[src/rtl/core/lci_div.sv]
// ----------------------------------------------------------------------------
// lci_div: pipelined unsigned restoring divider
// Quotient of an NUM_W-bit numerator by a DEN_W-bit divisor, one quotient bit
// per stage, NUM_W stages. A side record rides along with each operand.
// ----------------------------------------------------------------------------
module lci_div #(
    parameter int  NUM_W  = 48,
    parameter int  DEN_W  = 16,
    parameter type T_SIDE = logic
) (
    input  logic             i_clk,
    input  logic             i_rst_n,
    input  logic             i_en,
    input  logic             i_valid,
    input  logic [NUM_W-1:0] i_num,
    input  logic [DEN_W-1:0] i_den,
    input  T_SIDE            i_side,
    output logic             o_valid,
    output logic [NUM_W-1:0] o_quo,
    output T_SIDE            o_side
);
    logic             r_valid [NUM_W];
    logic [NUM_W-1:0] r_wq    [NUM_W];   // remaining numerator bits / quotient
    logic [DEN_W-1:0] r_rem   [NUM_W];
    logic [DEN_W-1:0] r_den   [NUM_W];
    T_SIDE            r_side  [NUM_W];

    for (genvar k = 0; k < NUM_W; k++) begin : g_stage
        logic             a_valid;
        logic [NUM_W-1:0] a_wq;
        logic [DEN_W-1:0] a_rem;
        logic [DEN_W-1:0] a_den;
        T_SIDE            a_side;
        logic [DEN_W:0]   cur_t;
        logic [DEN_W:0]   den_e;
        logic             ge;

        if (k == 0) begin : g_first
            assign a_valid = i_valid;
            assign a_wq    = i_num;
            assign a_rem   = '0;
            assign a_den   = i_den;
            assign a_side  = i_side;
        end else begin : g_next
            assign a_valid = r_valid[k-1];
            assign a_wq    = r_wq[k-1];
            assign a_rem   = r_rem[k-1];
            assign a_den   = r_den[k-1];
            assign a_side  = r_side[k-1];
        end

        // shift in the next numerator bit and subtract when it fits
        assign cur_t = {a_rem, a_wq[NUM_W-1]};
        assign den_e = {1'b0, a_den};
        assign ge    = cur_t >= den_e;

        always_ff @(posedge i_clk) begin
            if (!i_rst_n) begin
                r_valid[k] <= 1'b0;
            end else if (i_en) begin
                r_valid[k] <= a_valid;
            end
        end

        always_ff @(posedge i_clk) begin
            if (i_en) begin
                r_wq[k]   <= {a_wq[NUM_W-2:0], ge};
                r_rem[k]  <= ge ? DEN_W'(cur_t - den_e) : DEN_W'(cur_t);
                r_den[k]  <= a_den;
                r_side[k] <= a_side;
            end
        end
    end

    assign o_valid = r_valid[NUM_W-1];
    assign o_quo   = r_wq[NUM_W-1];
    assign o_side  = r_side[NUM_W-1];
endmodule

[config.mk]
export PLATFORM = sky130hd
export DESIGN_NAME = lci_div
export DESIGN_NICKNAME = d
export VERILOG_FILES = /design/src/rtl/core/lci_div.sv
export SDC_FILE = /design/constraint.sdc
export NUM_CORES = 2
export LEC_CHECK = 0
export ABC_CLOCK_PERIOD_IN_PS = 3600
export BUFFER_PORTS_ARGS = -buffer_cell sky130_fd_sc_hd__buf_2
export CORE_UTILIZATION = 50
export CTS_BUF_LIST = sky130_fd_sc_hd__clkbuf_16
export DETAILED_ROUTE_END_ITERATION = 10
export GPL_ROUTABILITY_DRIVEN = 0
export PLACE_DENSITY_LB_ADDON = 0.15
export SLEW_MARGIN = 10
export SYNTH_ARGS = -nofsm -noshare
export SYNTH_HDL_FRONTEND = slang
export SYNTH_SLANG_ARGS = --single-unit
[constraint.sdc]
create_clock -name i_clk -period 3.6 [get_ports i_clk]
set_clock_uncertainty 0.15 [all_clocks]
set_input_delay 0 -clock i_clk [delete_from_list [all_inputs] [get_ports i_clk]]
set_output_delay 0 -clock i_clk [all_outputs]
set_load 0.02 [all_outputs]
### After elaboration in Yosys (flattened, before gate mapping)

Memory sizes are Yosys's and may differ from the RTL's.
Cells that the tools add are included.

| word-level totals | value |
|---|---|
| output and inout port bits | 50 |
| memories kept | 5 |
| logic and storage cells | 250 |
| bits in registers | 0 |
| bits in writable memories | 3936 |

Memory list:

| memory | words | bits a word | read ports | clocked after Yosys merged registers in | wr ports | line | RTL |
|---|---|---|---|---|---|---|---|
| r_wq | 48 | 48 | 48 | 0 | 48 | 23 | `logic [NUM_W-1:0] r_wq [NUM_W];` |
| r_den | 48 | 16 | 47 | 0 | 48 | 25 | `logic [DEN_W-1:0] r_den [NUM_W];` |
| r_rem | 48 | 16 | 47 | 0 | 48 | 24 | `logic [DEN_W-1:0] r_rem [NUM_W];` |
| r_side | 48 | 1 | 48 | 0 | 48 | 26 | `T_SIDE r_side [NUM_W];` |
| r_valid | 48 | 1 | 48 | 0 | 48 | 22 | `logic r_valid [NUM_W];` |

| cells by class | value |
|---|---|
| $lt $le $gt $ge | 48 |
| mux-type cells | 101 |
| bitwise logic cells | 48 |
| add/subtract/negate cells | 48 |

Operators with widths:

| operator | number |
|---|---|
| 17-bit by 16-bit greater-or-equal comparator with 1-bit output | 47 |
| 16-bit two-way mux | 48 |
| 16-bit subtractor | 47 |
| 1-bit two-way mux | 53 |
| 1-bit bitwise OR | 48 |
| 1-bit by 16-bit greater-or-equal comparator with 1-bit output | 1 |
| 1-bit by 16-bit subtractor with 16-bit output | 1 |

### Logic depth before layout (Yosys ltp)

| depth | value |
|---|---|
| word-level depth | 4 |
| depth in mapped cells | 12 |
| gate-level depth less buffers | 11 |

### Worst setup path before layout

No wires, ideal clock.

| timing | value |
|---|---|
| path kind | reg-to-reg |
| start | mem r_wq[20][47], in the netlist r_wq[1][239] |
| end | mem r_rem[21][14], in the netlist r_rem[1][94], data pin |
| cell stages (with the launch flop) | 12 |
| clock period less this slack | 3.003 ns |
| path buffers | 0 |
| required time | 3.195 ns |
| data arrival time | 2.597 ns |
| path slack | 0.597 ns |
| setup time | 0.255 ns |
| cells stage by stage | edfxtp_1 > inv_1 > ha_1 > fa_1 > nor2b_4 > o31a_1 > or2_1 > a31o_1 > a41o_1 > o311a_1 > or3_1 > a31o_1 |

RTL lines:

| what | line |
|---|---|
| start, declared | 23 |
| end, declared | 24 |

==> results.cfg <==
[outcome]
status = complete, no violations

[run]
drv_cap = 0

[layout]
layoutNonFillerInstCount = 15776
nets = 12018
syn_to_final_growth_pct = 13.4
finish.instance_area_um2 = 184000
layout-drive-gt1-share = 0.114

[clock_tree]
root_buffer = clkbuf_16
cts_buffer_depth = 4
cts_sinks = 3904
h-tree-depth = 5
cts_tree = yes
clk_pin_slew_ns = 0.06
cts_buffers = 401
clk-insertion-delay-late_ns = 0.94
post_cts_buffers = 0

[floorplan]
start_util = 0.504
die_w_um = 571
core_um2 = 322000
ios = 119
die-area_um2 = 326000
die_y_um = 571
rows = 208

[grt]
grt.met1_usage = 0.220
antenna_found_initial = 1
grt_max_degree = 177
top_usage_layer = met2
globalRouteTotalUtil = 0.171
grt_pass1_vias = 84457
grt_remaining_overflow = 0
grt_pass1_wl_mm = 450
met2_usage = 0.295
grt_use_met3 = 0.0236

[critical_path]
critPathKind = flip-flop to flip-flop
startpoint_type = flip-flop
arrival_ns = 3.94
path_max_fanout = 11
critPathCaptureType = flip-flop
critPathRequiredTime_ns = 4.13

[logic_synthesis]
synth_ff_type = edfxtp_1
synth.distinct_cells = 92
seq_area_frac_synth = 0.724
synth_area_leaders = edfxtp_1 72%, ha_1 5.8%, mux2_2 2.6%
synthCells = 10439
syn_area_um2 = 162000
synth-async-reset-ratio = 0
synth_nets = 11308
synth_top_cell_by_area = edfxtp_1
synth_top_area_frac = 0.724
yosysWarnings = 0
ys_ff_latch = 3904
synth_edf_count = 3903
synth.avg_cell_area_um2 = 15.5

[drt]
vias_per_cell = 5.35
finalWirelength_mm = 283
dr_total_vias = 84386
post-route-drc-count = 0
first_pass_iters = 8
ant_nets = 0
wire_per_inst_um = 17.9
drt-initial-drc-count = 6024

[sta]
relSlewSlack = 0.237
timing.final.crit_share = 0.948
period_minus_slack_ns = 3.41
worst_slew_pin_slew_ns = 1.14
finalSetupViolations = 0
slew_violations = 0
max_freq_mhz = 293
hold_ws_ns = 0.126
hold_viol = 0
tns_ns = 0

[place]
portBuffers = 118
dpl.hpwl_mm = 190
dp.cells = 14912
post_dp_cell_area_um2 = 169000

[pwr]
p_per_area_nw_per_um2 = 823
ir_drop_mv = 0.664
power.leakage_nw = 69.6

[min_path]
min_path_type = input pin to flip-flop
-- registers in the layout, indices dropped and copies added, names as in the netlist --
| register | cells |
|---|---|
| r_side | 48 |
| r_rem | 752 |
| r_wq | 2304 |
| r_valid | 48 |
| r_den | 752 |
-- cell type report --
cell class | instances | area, um^2
Antenna cell | 1 | 2.50
Clock buffer | 406 | 10200
Clock inverter | 318 | 2880
Fill cell | 25020 | 138000
Inverter | 926 | 3480
Multi-Input combinational cell | 5494 | 40800
Sequential cell | 3904 | 117000
Tap cell | 4305 | 5390
Timing Repair Buffer | 422 | 3750
-- layout by cell type, fill, tap and decap left out, types with 49 or more instances in the layout --
cell type         n
clkinv_2         81
o31ai_1          75
ha_1            754
nand3_1         121
buf_4           124
nor3_1          142
clkinv_1         81
edfxtp_1       3903
nand2_1         535
xor2_1          185
buf_2           117
mux2i_1          77
inv_1           995
nor2b_1         127
xnor2_1         306
a21oi_1         456
o21a_1          159
a21o_1          170
and3_1           80
nand2b_1         99
o21bai_1         51
nand4_1         104
nor2_1          456
clkbuf_16       406
o31a_1           73
o21ai_0         547
dlygate4sd3_1   139
mux2_2          369
a211oi_1         49
-- power breakdown --
part | switching, mW | internal [mW]
Clock | 17.0 | 23.6
Sequential | 4.02 | 60.4
Combinational | 25.0 | 21.1
Total | 46.0 | 105
-- metal layers --
metal	vias up	part of all wire	wire, um
li1	40815	-	-
met1	41197	0.43	121000
met2	1722	0.50	140000
met3	652	0.038	10700
met4	0	0.037	10600
met5	-	0	0
-- kinds of logic after synthesis --
| kind of cell | count (synthesis) | synth area share |
|---|---|---|
| fa+ha+maj | 800 | 0.0639 |
| simple gates | 1841 | 0.0546 |
| buf+inv | 1041 | 0.0251 |
| flops | 3904 | 0.724 |
| compound gates | 1910 | 0.0753 |
| mux | 452 | 0.0308 |
| xor+xnor | 491 | 0.0265 |
-- worst max-delay path, stage by stage (launching register included) --
cell and delay [ns]:
edfxtp_1 0.45, ha_1 0.38, nor2b_1 0.16, o31ai_1 0.42
a21oi_1 0.25, o2111ai_1 0.29, a21oi_1 0.15, o31ai_2 0.29
buf_4 0.22, mux2_2 0.36
-- per-stage QoR --
stage / util / worst slack (ns) / power [mW]
3_5_place_dp: 0.526 / 0.0991 / 111
6_report: 0.571 / 0.189 / 151
2_1_floorplan: - / 0.597 / 98.4
4_1_cts: 0.571 / 0.0626 / 152
3_3_place_gp: 0.526 / 0.169 / 109
5_1_grt: 0.571 / -0.0148 / 160
-- cell usage after synthesis, types with 17 or more instances --
cell and number:
a211oi_1 49, a21boi_0 36, a21o_1 170, a21oi_1 456, a31oi_1 46, and2_1 27, and3_1 80, buf_2 41
clkbuf_1 53, edfxtp_1 3903, fa_1 46, ha_1 754, inv_1 926, mux2_2 369, mux2i_1 77, nand2_1 535
nand2b_1 100, nand3_1 121, nand3b_1 19, nand4_1 104, nor2_1 456, nor2b_1 127, nor3_1 142, nor4_1 27
o2111ai_1 17, o211ai_1 39, o21a_1 159, o21ai_0 548, o21bai_1 52, o31a_1 73, o31ai_1 78, o41ai_1 31
or3_1 41, xnor2_1 306, xor2_1 185
-- final timing paths --
path / slack (ns) / startpoint / endpoint / cells past startpoint
setup / recovery: 0.19 / r_rem[1][224] / r_rem[1][249] / 9
hold / removal: 0.13 / i_den[4] / r_rem[0][10] / 6
setup reg to reg: 0.19 / r_rem[1][224] / r_rem[1][249] / 9
hold reg to reg: 0.24 / r_wq[1][256] / r_wq[1][305] / 0
-- timing repair --
item                       4_1_cts  5_1_grt
resized for setup                0        7
setup endpoints to repair        0       52
hold buffers                   139        0
hold endpoints to repair      1668        0
Power figures use the tool's default switching activity.
