===== src/rtl/core/lci_sqrt.sv =====
// ----------------------------------------------------------------------------
// lci_sqrt: pipelined integer square root
// Floor root of an IN_W-bit radicand, one root bit per stage, IN_W/2 stages.
// A side record rides along with each operand.
// ----------------------------------------------------------------------------
module lci_sqrt #(
    parameter int  IN_W   = 32,
    parameter type T_SIDE = logic
) (
    input  logic              i_clk,
    input  logic              i_rst_n,
    input  logic              i_en,
    input  logic              i_valid,
    input  logic [IN_W-1:0]   i_rad,
    input  T_SIDE             i_side,
    output logic              o_valid,
    output logic [IN_W/2-1:0] o_root,
    output T_SIDE             o_side
);
    localparam int H  = IN_W / 2;
    localparam int RW = H + 2;

    logic            r_valid [H];
    logic [IN_W-1:0] r_rad   [H];
    logic [RW-1:0]   r_rem   [H];
    logic [H-1:0]    r_root  [H];
    T_SIDE           r_side  [H];

    for (genvar k = 0; k < H; k++) begin : g_stage
        logic            a_valid;
        logic [IN_W-1:0] a_rad;
        logic [RW-1:0]   a_rem;
        logic [H-1:0]    a_root;
        T_SIDE           a_side;
        logic [RW+1:0]   cur_t;
        logic [RW+1:0]   trial;
        logic            ge;

        if (k == 0) begin : g_first
            assign a_valid = i_valid;
            assign a_rad   = i_rad;
            assign a_rem   = '0;
            assign a_root  = '0;
            assign a_side  = i_side;
        end else begin : g_next
            assign a_valid = r_valid[k-1];
            assign a_rad   = r_rad[k-1];
            assign a_rem   = r_rem[k-1];
            assign a_root  = r_root[k-1];
            assign a_side  = r_side[k-1];
        end

        // bring down two radicand bits, try root*4+1
        assign cur_t = {a_rem, a_rad[IN_W-1 -: 2]};
        assign trial = {2'b00, a_root, 2'b01};
        assign ge    = cur_t >= trial;

        always_ff @(posedge i_clk) begin
            if (!i_rst_n) begin
                r_valid[k] <= 1'b0;
            end else if (i_en) begin
                r_valid[k] <= a_valid;
            end
        end

        always_ff @(posedge i_clk) begin
            if (i_en) begin
                r_rad[k]  <= {a_rad[IN_W-3:0], 2'b00};
                r_rem[k]  <= ge ? RW'(cur_t - trial) : RW'(cur_t);
                r_root[k] <= {a_root[H-2:0], ge};
                r_side[k] <= a_side;
            end
        end
    end

    assign o_valid = r_valid[H-1];
    assign o_root  = r_root[H-1];
    assign o_side  = r_side[H-1];
endmodule


===== config.mk =====
export PLATFORM = sky130hd
export DESIGN_NAME = lci_sqrt
export DESIGN_NICKNAME = d
export VERILOG_FILES = /design/src/rtl/core/lci_sqrt.sv
export SDC_FILE = /design/constraint.sdc
export NUM_CORES = 1
export LEC_CHECK = 0
export BUFFER_PORTS_ARGS = -buffer_cell sky130_fd_sc_hd__buf_4
export CAP_MARGIN = 20
export CELL_PAD_IN_SITES_DETAIL_PLACEMENT = 1
export CELL_PAD_IN_SITES_GLOBAL_PLACEMENT = 2
export CORE_ASPECT_RATIO = 0.7
export CORE_MARGIN = 1.5
export CORE_UTILIZATION = 49
export DETAILED_ROUTE_END_ITERATION = 8
export PLACE_DENSITY = 0.89
export SETUP_SLACK_MARGIN = 0.2
export SLEW_MARGIN = 20
export SYNTH_ARGS = -nofsm -noshare
export SYNTH_HDL_FRONTEND = slang
export SYNTH_SLANG_ARGS = --single-unit

===== constraint.sdc =====
create_clock -name i_clk -period 8.4 [get_ports i_clk]
set_clock_uncertainty 0.2 [all_clocks]
set_input_delay 1.68 -clock i_clk [delete_from_list [all_inputs] [get_ports i_clk]]
set_output_delay 1.68 -clock i_clk [all_outputs]
set_load 0.01 [all_outputs]

# Yosys cells after proc, flatten, opt, wreduce, memory -nomap -nowiden
# Memories as Yosys holds them, arrays and structs flattened.
# Index checks and enable logic that the tools add are counted.
[classes] order_cmp=16 n_mux=37 bitwise_logic=16 add_sub_neg=16
[op_table] cell=">= comparator 20 x 18 -> 1 bit" count=15
[op_table] cell="two-way mux 18 bit" count=16
[op_table] cell="subtractor 18 bit" count=15
[op_table] cell="two-way mux 1 bit" count=21
[op_table] cell="OR 1 bit" count=16
[op_table] cell="subtractor 2 x 1 -> 3 bit (second input constant)" count=1
[op_table] cell=">= comparator 2 x 1 -> 1 bit (second input constant)" count=1
[word_totals] ff_bits=0 memories=5 output_inout_bits=18 ramBits=1056 elab_cells=90
[memory_table] memory="r_rad" depth=16 word_bits=30 rd=15 rd_clocked_by_memory_dff=0 wr=16 line="24" text="logic [IN_W-1:0] r_rad [H];"
[memory_table] memory="r_rem" depth=16 word_bits=18 rd=15 rd_clocked_by_memory_dff=0 wr=16 line="25" text="logic [RW-1:0] r_rem [H];"
[memory_table] memory="r_root" depth=16 word_bits=16 rd=16 rd_clocked_by_memory_dff=0 wr=16 line="26" text="logic [H-1:0] r_root [H];"
[memory_table] memory="r_side" depth=16 word_bits=1 rd=16 rd_clocked_by_memory_dff=0 wr=16 line="27" text="T_SIDE r_side [H];"
[memory_table] memory="r_valid" depth=16 word_bits=1 rd=16 rd_clocked_by_memory_dff=0 wr=16 line="23" text="logic r_valid [H];"

# Depth between registers and ports, before layout
[depth] ltp_word=4 ltp_mapped=11

# Worst setup path before layout
# Ideal clock, no wire load.
[synth_path] kind="reg2reg" startpoint="mem r_rem[12][0] in the netlist's numbering" endpoint="mem r_rem[13][10] in the netlist's numbering, data pin" setup_ns=0.260 path_buffers=1 path_slack_ns=5.458 arrival_ns=2.482 stages_incl_launch_ff=11 synth_period_minus_slack_ns=2.942 cell_sequence="edfxtp_1 ha_1 nor2b_1 o21a_1 or2_1 a211o_1 a31oi_2 o211a_1 inv_2 buf_6 mux2_2"
[synth_rtl] element="from (decl)" line="25"

==> metrics.txt <==
max-cap violations=0; crit path cell chain=ha_1, nand4_1, nor3_1, a41o_1, nand4bb_1, nor3b_1, nand2_1, xnor2_1; post-synth top area share=66.4%; number of global-route vias before repair=18100; maximum level of the CTS H-tree=3; Post-Synthesis Mean Instance Area=13.7 µm²; detailed-route wire length per cell=19.6 µm; clock sink count=658; LEAKAGE=0.0129 µW; routed wire length=61.5 mm; count of synthesis-stage warnings from yosys=0; post-detailed-route DRC marker count=0; effective utilization at floorplan=49.6%; Die Area=0.0622 mm²; period utilisation layout=42.1%; largest net degree at the start of global routing=204; Root Driver=sky130_fd_sc_hd__clkbuf_16; share of power burned in the clock network=34.8%; count of placed standard cells including taps=3015; slowest cell delay on critical path=0.49 ns; DR vias/cell=5.50; flop2flop setup slack=4.87 ns; synthesized netlist cell count=2172; RSZ-0062 raised after global routing=no; Inserted Clock Buffers=67; die span in x=297 µm; outcome=finished, final reports clean; min-delay worst type=reg2reg; number of input and output port buffers inserted=54; global-route wire length before repair=98.9 mm; number of vias in the routed layout=17300; Worst VDD drop=0.248 mV; Filler Cells Inserted=5788; largest area contributor in the synthesized netlist=sky130_fd_sc_hd__edfxtp_1; post-synthesis register bit count=658; most used standard cell by instance count after synthesis=sky130_fd_sc_hd__edfxtp_1; net count of the mapped netlist=2362; worst-case reg-to-reg path depth=8; combinational group share of total power=14.2%; Area Overhead vs Synth=12.0%; number of buffers inserted by post-CTS setup repair=0; critical path required time=8.57 ns; Synth top cells by count=sky130_fd_sc_hd__edfxtp_1 (657), sky130_fd_sc_hd__inv_1 (185), sky130_fd_sc_hd__ha_1 (153); Primary FF master, synth=sky130_fd_sc_hd__edfxtp_1; DR iter-0 viols=1396; share of power burned in registers=51.0%; CP max stage cell=sky130_fd_sc_hd__nor3_1; Final #Nets=2467; Max FO, Critical Path=7; Core Box Area=0.0600 mm²; worst path arrival time=3.70 ns; capture point of the worst path=r_rem[10][15]; Hold Fails Final Rpt=0; proportion of synthesized chip area in sequential cells=66.4%; antenna violations before repair=0; main area contributors after synthesis=sky130_fd_sc_hd__edfxtp_1 (66%), sky130_fd_sc_hd__ha_1 (6.4%), sky130_fd_sc_hd__xnor2_1 (3.0%); fin. max-slew vios=0; last weighted congestion value of the routability-driven placer=0.926; crit path kind=reg2reg; final total negative setup slack=0 ns; Clock Path Buffers=3; worst-case setup margin in the final layout=4.87 ns; total of endpoints with negative setup slack in the final report=0; switching share of total power=26.1%; overall power=8340 µW; CTS tree=yes; startpoint type of the worst setup path=flip-flop; worst skew pair latency=0.63 ns; all-layer global routing usage=20.1%; DRT antenna net count=0; sw power=2170 µW; layout cell share with drive strength beyond 1=9.27%; actual transition at the worst max-transition pin=1.08 ns; hold bufs inserted after CTS=0; Synth Cell Area=0.0297 mm²; start of the worst register-to-register path=r_rem[9][3]; Worst Setup Slack post-DPL=4.86 ns; height of the die=209 µm; Max Clk Rate=283 MHz; site row count=75; Overflow after GRT=0; number of instances resized during post-cts repair=0; asr flop ratio synth=0%; count of flip-flops with a built-in enable after synthesis=657; Reg-to-Reg End=r_rem[10][15]; normalized max-slew margin=27.7%; crit path launch=r_rem[9][3]; PwrDens=250 mW/mm²; endpoint kind of the worst setup timing path=flip-flop; distinct cell type count of the synthesized netlist=77; io pins=55; sum of net half-perimeters after detailed placement=43.0 mm; final std cells w/o fill=3140; Reg clk slew, reported paths=0.06 ns; first-pass iteration count of the detailed router=6; min cycle time layout=3.53 ns; Pint=6160 µW
## metal layers
layer	track usage [%]	part of all wire [%]
met1	29.4	49
met2	31.1	44
met3	3.55	4.8
met4	5.68	2.2
met5	0	0
## critical path: cells and delay by family (launching register included)
kind                     cells  cell delay [ns]
flip-flops                   1             0.44
AO/OA/AOI/OAI                1             0.45
AND/OR/NAND/NOR              5             1.62
XOR/XNOR                     1             0.14
adder cells (fa/ha/maj)      1             0.43
## sequential cells by signal, indices dropped and copies added, names as in the netlist
signal,flops
r_rem,250
r_rad,240
r_root,136
r_side,16
r_valid,16
## per-stage QoR
stage               util [%]  cell area, µm²  hold slack [ns]
global placement        51.9           31100            0.200
floorplan                  -           29700            0.200
finish                  55.5           33300            0.209
CTS                     55.5           33300            0.214
global route            55.5           33300            0.215
detailed placement      51.9           31100            0.205
## cell type report
cell class                 count  area (µm²)  share of cell area, %
multi-input combinational   1299        9160                   27.5
tap                          808        1010                   3.04
antenna                        2        5.00                 0.0150
sequential                   658       19700                   59.3
timing repair buffer          63         522                   1.57
clock buffer                  86        1770                   5.31
clock inverter                36         378                   1.13
inverter                     188         706                   2.12
## cells in the final DEF (no fill, tap or decap), types with 13 or more instances in the layout
| cell type | instances |
|---|---|
| sky130_fd_sc_hd__edfxtp_1 | 657 |
| sky130_fd_sc_hd__inv_1 | 185 |
| sky130_fd_sc_hd__ha_1 | 153 |
| sky130_fd_sc_hd__nor2_1 | 128 |
| sky130_fd_sc_hd__nand2_1 | 123 |
| sky130_fd_sc_hd__a21oi_1 | 119 |
| sky130_fd_sc_hd__xnor2_1 | 101 |
| sky130_fd_sc_hd__o21ai_0 | 99 |
| sky130_fd_sc_hd__xor2_1 | 86 |
| sky130_fd_sc_hd__clkbuf_16 | 67 |
| sky130_fd_sc_hd__buf_4 | 58 |
| sky130_fd_sc_hd__nor3_1 | 48 |
| sky130_fd_sc_hd__o21a_1 | 43 |
| sky130_fd_sc_hd__a21o_1 | 40 |
| sky130_fd_sc_hd__mux2_2 | 34 |
| sky130_fd_sc_hd__nor4_1 | 33 |
| sky130_fd_sc_hd__or3_1 | 26 |
| sky130_fd_sc_hd__nand2b_1 | 26 |
| sky130_fd_sc_hd__nand3_1 | 20 |
| sky130_fd_sc_hd__and3_1 | 20 |
| sky130_fd_sc_hd__nor2b_1 | 19 |
| sky130_fd_sc_hd__nand4_1 | 18 |
| sky130_fd_sc_hd__clkbuf_1 | 17 |
| sky130_fd_sc_hd__clkinv_1 | 13 |
| sky130_fd_sc_hd__clkinv_2 | 13 |
## kinds of logic after synthesis
family                     synth area share [%]
DFF                                        66.4
muxes                                      1.59
buffers and inverters                      2.79
other                                    0.0126
AOI/OAI and AO/OA                          8.38
adders and majority gates                  6.44
xor gates and xnor gates                   5.51
and+or+nand+nor                            8.85
## power by group through the flow
stage          combinational [µW]  sequential (µW)  clock (µW)
3_5_place_dp                 1160             4310           0
2_1_floorplan                 831             4230           0
6_report                     1190             4250        2900
3_3_place_gp                 1100             4290           0
4_1_cts                      1180             4250        2970
5_1_grt                      1320             4290        3070
## worst min-delay path by stage
| stage | start | to | slack (ns) | cells after the start |
|---|---|---|---|---|
| 3_5_place_dp | r_side[7] | r_side[8] | 0.21 | 0 |
| 6_report | r_rad[5][24] | r_rad[6][26] | 0.21 | 0 |
| 3_3_place_gp | r_rad[2][14] | r_rad[3][16] | 0.20 | 0 |
| 5_1_grt | r_rad[5][24] | r_rad[6][26] | 0.22 | 0 |
| 4_1_cts | r_rad[5][24] | r_rad[6][26] | 0.21 | 0 |
| 2_1_floorplan | r_rad[9][18] | r_rad[10][20] | 0.20 | 0 |
No activity file was read; power rests on OpenSTA's default activity.
